**src/design/assert_macros.svh**
```systemverilog
// Assertion macros used by the rotation unit top module.
// Included by bare file name where assertions are written.
`ifndef ASSERT_MACROS_SVH
`define ASSERT_MACROS_SVH
// Implication checked at every clock edge outside reset.
`define ASSERT_IMPL(label, clk, rst_n, pre, post, msg) \
  label: assert property (@(posedge clk) disable iff (!rst_n) (pre) |-> (post)) \
    else $error(msg);
// Next-cycle implication checked outside reset.
`define ASSERT_NEXT(label, clk, rst_n, pre, post, msg) \
  label: assert property (@(posedge clk) disable iff (!rst_n) (pre) |=> (post)) \
    else $error(msg);
`endif

```
**src/design/v3rot_pkg.sv**
```systemverilog
// Package of the vector rotation unit: types, constants and the arctangent table.
// No dependencies.
`default_nettype none
package v3rot_pkg;
  localparam int AngW = 26;
  localparam int AxisW = 32;
  localparam int ZW = 36;
  localparam int CsW = 34;
  localparam int MW = 36;
  localparam logic signed [ZW-1:0] Deg90 = 36'sd5898240;
  localparam logic signed [ZW-1:0] Deg180 = 36'sd11796480;
  localparam logic signed [ZW-1:0] Deg360 = 36'sd23592960;
  localparam logic signed [CsW-1:0] InvGain = 34'sd652032874;
  localparam logic signed [CsW-1:0] OneQ30 = 34'sd1073741824;

  typedef enum logic [1:0] {
    OP_ROT_X = 2'd0,
    OP_ROT_Y = 2'd1,
    OP_ROT_Z = 2'd2,
    OP_AXIS  = 2'd3
  } op_t;

  typedef struct packed {
    op_t                    op;
    logic                   flip;
    logic                   exact;
    logic signed [CsW-1:0]  ex_s;
    logic signed [CsW-1:0]  ex_c;
    logic signed [AxisW-1:0] ux;
    logic signed [AxisW-1:0] uy;
    logic signed [AxisW-1:0] uz;
  } ctl_t;

  function automatic logic signed [ZW-1:0] atan_f(input int i);
    logic signed [ZW-1:0] r;
    begin
      unique case (i)
        0: r = 36'sd754974720;   1: r = 36'sd445687602;  2: r = 36'sd235489088;
        3: r = 36'sd119537938;   4: r = 36'sd60000934;   5: r = 36'sd30029717;
        6: r = 36'sd15018523;    7: r = 36'sd7509720;    8: r = 36'sd3754917;
        9: r = 36'sd1877466;    10: r = 36'sd938734;    11: r = 36'sd469367;
        12: r = 36'sd234684;    13: r = 36'sd117342;    14: r = 36'sd58671;
        15: r = 36'sd29335;     16: r = 36'sd14668;     17: r = 36'sd7334;
        18: r = 36'sd3667;      19: r = 36'sd1833;      20: r = 36'sd917;
        21: r = 36'sd458;       22: r = 36'sd229;       23: r = 36'sd115;
        24: r = 36'sd57;        25: r = 36'sd29;        26: r = 36'sd14;
        27: r = 36'sd7;         28: r = 36'sd4;         29: r = 36'sd2;
        30: r = 36'sd1;         default: r = '0;
      endcase
      return r;
    end
  endfunction

  function automatic logic signed [CsW-1:0] rnd30(input logic signed [67:0] p);
    logic signed [67:0] t;
    begin
      t = p + 68'sd536870912;
      return CsW'(t >>> 30);
    end
  endfunction
endpackage
`default_nettype wire

```
**src/design/v3rot_cell.sv**
```systemverilog
// One CORDIC cell: a single micro-rotation with a register stage.
// Depends on v3rot_pkg.
`default_nettype none
module v3rot_cell
  import v3rot_pkg::*;
#(parameter int IDX = 0, parameter int PW = 96) (
  input  wire logic                  clk,
  input  wire logic                  en,
  input  wire logic signed [CsW-1:0] x_i,
  input  wire logic signed [CsW-1:0] y_i,
  input  wire logic signed [ZW-1:0]  z_i,
  input  wire logic [PW-1:0]         p_i,
  output logic signed [CsW-1:0]      x_o,
  output logic signed [CsW-1:0]      y_o,
  output logic signed [ZW-1:0]       z_o,
  output logic [PW-1:0]              p_o
);
  logic signed [CsW-1:0] x_nxt, y_nxt;
  logic signed [ZW-1:0] z_nxt;
  logic signed [CsW-1:0] x_r, y_r;
  logic signed [ZW-1:0] z_r;
  logic [PW-1:0] p_r;

  always_comb begin
    if (!z_i[ZW-1]) begin
      x_nxt = x_i - (y_i >>> IDX);
      y_nxt = y_i + (x_i >>> IDX);
      z_nxt = z_i - atan_f(IDX);
    end else begin
      x_nxt = x_i + (y_i >>> IDX);
      y_nxt = y_i - (x_i >>> IDX);
      z_nxt = z_i + atan_f(IDX);
    end
  end

  always_ff @(posedge clk) begin
    if (en) begin
      x_r <= x_nxt; y_r <= y_nxt; z_r <= z_nxt; p_r <= p_i;
    end
  end
  assign x_o = x_r; assign y_o = y_r; assign z_o = z_r; assign p_o = p_r;
endmodule
`default_nettype wire

```
**config.mk**
```make
export PLATFORM = sky130hd
export DESIGN_NAME = v3rot_cell
export DESIGN_NICKNAME = d
export VERILOG_FILES = /design/src/design/assert_macros.svh /design/src/design/v3rot_pkg.sv /design/src/design/v3rot_cell.sv
export SDC_FILE = /design/constraint.sdc
export NUM_CORES = 1
export LEC_CHECK = 0
export BUFFER_PORTS_ARGS = -buffer_cell sky130_fd_sc_hd__buf_4
export CAP_MARGIN = 25
export CELL_PAD_IN_SITES_DETAIL_PLACEMENT = 1
export CELL_PAD_IN_SITES_GLOBAL_PLACEMENT = 1
export CORE_AREA = 10 10 230 232
export CTS_CLUSTER_SIZE = 12
export DETAILED_ROUTE_END_ITERATION = 16
export DIE_AREA = 0 0 240 242
export PLACE_DENSITY = 0.67
export SYNTH_ARGS = -nofsm -noshare
export SYNTH_HDL_FRONTEND = slang
export SYNTH_SLANG_ARGS = --single-unit
```
**constraint.sdc**
```tcl
create_clock -name clk -period 4 [get_ports clk]
set_input_delay 1 -clock clk [delete_from_list [all_inputs] [get_ports clk]]
set_output_delay 1 -clock clk [all_outputs]
set_load 0.05 [all_outputs]
```
## After elaboration in Yosys (flattened, before gate mapping)

Index checks and enable logic that the tools add are counted.

- Add/subtract/negate cells: 5
- Multiply operators: 0
- Divide/modulo/power cells: 0
- Order comparisons: 0
- Equality and inequality tests: 0
- Shift operators: 0
- Mux-type cells: 3
- Bitwise gates (word level): 0
- Reductions and logical operators: 0

Operators by type and width:

| kind | count |
|---|---|
| 34-bit 2-to-1 mux | 2 |
| 34-bit subtractor | 2 |
| 36-bit by 31-bit adder with 36-bit output (second input constant) | 1 |
| 36-bit 2-to-1 mux | 1 |
| 36-bit by 31-bit subtractor with 36-bit output (second input constant) | 1 |
| 34-bit adder | 1 |

- Register bits after elaboration: 200
- Latch bits: 0
- Memory bits (writable): 0
- Bits in read-only memories: 0
- Bits of input ports: 202
- Word-level logic and storage cells: 12
- Memories: 0

## Depth between registers and ports, before layout

- Depth after elaboration: 2
- Depth in mapped cells: 14
- Gate-level depth less buffers: 12

## Worst setup path before layout

No wires, ideal clock.

- Path kind: input-to-reg
- Start point: input z_i[35]
- End point: register z_r[35] (netlist: z_o[35]), data pin
- Setup time: 0.146 ns
- Data arrival time: 3.594 ns
- Path slack: 0.260 ns
- Stages on the path: 14
- Buffers on the path: 3
- Path through: clkbuf_1 -> inv_1 -> clkbuf_1 -> buf_1 -> ha_1 -> a21o_1 -> a21oi_1 -> o21bai_1 -> a21oi_1 -> o21bai_1 -> a21oi_1 -> o211ai_1 -> a21o_1 -> a21oi_1

- Cells in the longest elaborated chain, start to end: 2
- Elaborated cells on any way between the ends: 3
- Classes of those cells: add/sub: 2; mux: 1

RTL lines:

| what | line | source |
|---|---|---|
| from (decl) | v3rot_cell.sv:11 | `input wire logic signed [ZW-1:0] z_i,` |
| 36-bit by 31-bit subtractor with 36-bit output / 36-bit by 31-bit adder with 36-bit output (equally long branches) | v3rot_cell.sv:28, v3rot_cell.sv:32 |  |
| 36-bit 2-to-1 mux * | v3rot_cell.sv:25 | `if (!z_i[ZW-1]) begin` |
| net z_nxt[35] | v3rot_cell.sv:19 | `logic signed [ZW-1:0] z_nxt;` |
| to (signal assigned) | v3rot_cell.sv:38 | `x_r <= x_nxt; y_r <= y_nxt; z_r <= z_nxt; p_r <= p_i;` |
| to (decl) | v3rot_cell.sv:21 | `logic signed [ZW-1:0] z_r;` |

Mark *: on every way through the listed nets, which the timed path passes. The rest lies on a longest branch.
A chain may end at the register's enable or synchronous reset.

## Worst setup path in the final report

- Start point: input x_i[0]
- End point: register x_r[26] (netlist: x_o[26]), data pin

- Cells in the longest elaborated chain, start to end: 2
- Elaborated cells on any way between the ends: 3
- Classes of those cells: add/sub: 2; mux: 1

RTL lines:

| what | line | source |
|---|---|---|
| from (decl) | v3rot_cell.sv:9 | `input wire logic signed [CsW-1:0] x_i,` |
| 34-bit subtractor / 34-bit adder (equally long branches) | v3rot_cell.sv:26, v3rot_cell.sv:30 |  |
| 34-bit 2-to-1 mux * | v3rot_cell.sv:25 |  |
| net x_nxt[26] | v3rot_cell.sv:18 | `logic signed [CsW-1:0] x_nxt, y_nxt;` |
| to (signal assigned) | v3rot_cell.sv:38 |  |
| to (decl) | v3rot_cell.sv:20 | `logic signed [CsW-1:0] x_r, y_r;` |

Marked as above.

==> results.md <==
* Worst Hold Launch: z_i[17]
* Clock root buffer: clkbuf_16
* CTS clock-pin slew for the worst setup and hold paths at 80 ps
* Pins over their slew limit at 0
* Min-Delay Path Depth at 1
* Pwr dens at 418 nW/um^2
* Minimum hold slack at 672 ps
* Area grow syn2layout at 39.6%
* M1 wire length at 20.4 mm
* Core Area at 48,400 um^2
* Final setup vio count at 0
* Worst EP arrival at 3720 ps
* Synthesized cell area at 12,400 um^2
* Nets@finish at 1,960
* Tmin final at 3480 ps
* Drt total wl at 54.0 mm
* Combinational Power Share at 0.379
* Critical setup path kind: in -> reg
* CP most frequent cell: a31oi_1
* Via density at 4.88
* Metal2 WL at 27.6 mm
* Top Layer Used: met5
* Area of the multi-input gates at 5820 um^2
* CTS tree: done
* Seq pwr share at 0.370
* Status: completed
* Post-cts resize count at 0
* Crit end category: register
* Maximum vdd ir drop at 0.305 mV
* Layout cell share with drive strength beyond 1 at 0.339
* I/O pin cnt at 402
* Worst hold endpoint: z_o[17]$_DFFE_PP_
* DIE AREA at 58,100 um^2
* Slew headroom at 0.487
* Leak at 7.57 nW
* Max incr delay on CP at 410 ps
* Met3 wire len at 4.66 mm
* Hpwl dp at 44.8 mm
* Net Count, Synth at 1,498
* Clock power frac at 0.250
* Routability Congestion at 0.931
* Initial core utilization at 0.256
* Largest net degree at the start of global routing at 89
* Cells after Synth at 1,182
* CTS Hold Bufs at 0
* Post-synth EDFFs at 199
* Crit path cell chain: buf_4, ha_1, fa_1, nor2b_1, o211ai_2, a31oi_1, a221o_1, o21ai_2, a21oi_1, a31oi_1, a2bb2oi_1, xnor2_1
* Final hold viol count at 0
* Crit path max-delay family: compound AO/OA/AOI/OAI gates
* Longest Clk Path Bufs at 2
* Filler instances at 5,477
* Inserted Clock Buffers at 17
* DRC violations left at 0
* Period utilization at 0.869
* Critical Path Fanout Max at 5
* Drt pass-1 iters at 5
* Placed cell count at 2,247
* Register area at 5980 um^2
* Clock sink total at 199
* DRT antenna net count at 0
* Psw at 0.00288 W
* Wire per inst at 23.7 um
* Setup bufs post-CTS at 0
* Register bit total from synthesis at 199
* Syn avg cell area at 10.5 um^2
* Slowest CP cell: fa_1
* Vias at 11,100
* Die Ht at 242 um
* Async SR Flop Fraction at 0
* Die width at 240 um
* Total gr overflow at 0
* Rows at 81
* Final cell count without fillers at 2,283
* Switch share at 0.397
* # port buffers at 401
* Global-route usage over all layers at 0.180
* Detailed Route Iter0 Violations at 717
* Critical path required time at 4240 ps
* CP Launch Type: input pin
* Cell variety after synth at 81
* Vias in the first global route at 11,500
* Synthesis Warnings at 0
* Synth Flop Type: edfxtp_1
* Worst Tran Pin Value at 770 ps
* Unrepaired setup endpoints after global routing: no
* Fin Setup TNS at 0 ps
* Max-cap violation count at 0
* Hold/Removal Path Class: in -> reg
* Post-synthesis sequential area ratio at 0.481
* Initial antenna violation count at 8
* Maximum clock rate at 288 MHz
* Internal power at 0.00437 W
* First-pass GRT wire length at 77.5 mm
* Crit path buf inv count at 1
* H-tree depth at 4
## power groups by stage
stage                     Combinational [W]  Clock, W  Sequential [W]
after detailed placement            0.00275         0         0.00273
after floorplan                    0.000813         0         0.00355
after global routing                0.00291   0.00196         0.00271
after global placement              0.00272         0         0.00273
final                               0.00275   0.00181         0.00268
after CTS                           0.00276   0.00188         0.00269
## state kept, by name (all words and copies together) (netlist names)
name / cells
p_o: 96
z_o: 36
y_o: 33
x_o: 34
## metrics by stage
stage / cell area, um^2 / utilization / total power (W) / worst slack, ps
CTS: 17300 / 0.358 / 0.00734 / 555
global route: 17300 / 0.358 / 0.00758 / 344
detailed placement: 16700 / 0.345 / 0.00549 / 22.0
global placement: 16700 / 0.345 / 0.00545 / 114
floorplan: 12400 / - / 0.00436 / 260
finish: 17300 / 0.358 / 0.00725 / 525
## metal layers
| metal | vias to the layer above | track usage |
|---|---|---|
| met5 | - | 0 |
| met4 | 6 | 0.0620 |
| met3 | 62 | 0.0640 |
| met2 | 382 | 0.319 |
| met1 | 5469 | 0.195 |
| li1 | 5212 | - |
## final cells by class
class                      count  share of cell area
multi-input combinational    827               0.336
clock buffer                  17              0.0245
tap                          622              0.0449
sequential                   199               0.345
inverter                     104              0.0225
antenna                        4            0.000578
timing repair buffer         495               0.217
clock inverter                15              0.0101
## worst max-delay path by stage
stage | start | to | slack [ps] | depth (start not counted)
finish | x_i[0] | x_o[26]$_DFFE_PP_ | 520 | 12
CTS | x_i[0] | x_o[26]$_DFFE_PP_ | 560 | 12
floorplan | z_i[35] | z_o[35]$_DFFE_PP_ | 260 | 14
detailed placement | x_i[0] | x_o[26]$_DFFE_PP_ | 20 | 12
global route | x_i[8] | x_o[31]$_DFFE_PP_ | 340 | 13
global placement | x_i[0] | x_o[26]$_DFFE_PP_ | 110 | 12
## synth_stat cells, drive strengths merged, types with 19 or more instances
library cell  count  area, um^2
edfxtp          199        5980
a21oi           115         579
ha              110        1380
inv             104         390
nor2             89         334
o21ai            81         413
xnor2            60         526
nand2            59         221
buf              32         160
nor3             27         145
o21bai           23         173
nand3            22         110
a21o             20         150
clkbuf           20        75.1
a31oi            19         119
## cells by family after synthesis
logic type / Yosys count / share of synthesized area
AOI/OAI and AO/OA: 352 / 0.181
and+or+nand+nor: 274 / 0.107
DFF: 199 / 0.481
buffers and inverters: 156 / 0.0504
adders and majority gates: 114 / 0.117
xor gates and xnor gates: 73 / 0.0515
muxes: 14 / 0.0115
## cell usage in the layout (no fill, tap or decap), types with 19 or more instances in the layout
cell / instances
buf_4: 491
edfxtp_1: 199
a21oi_1: 114
ha_1: 110
inv_1: 102
nor2_1: 89
o21ai_0: 71
xnor2_1: 60
nand2_1: 59
nor3_1: 25
o21bai_1: 23
nand3_1: 22
a21o_1: 20
a31oi_1: 19
Power figures use the tool's default switching activity.
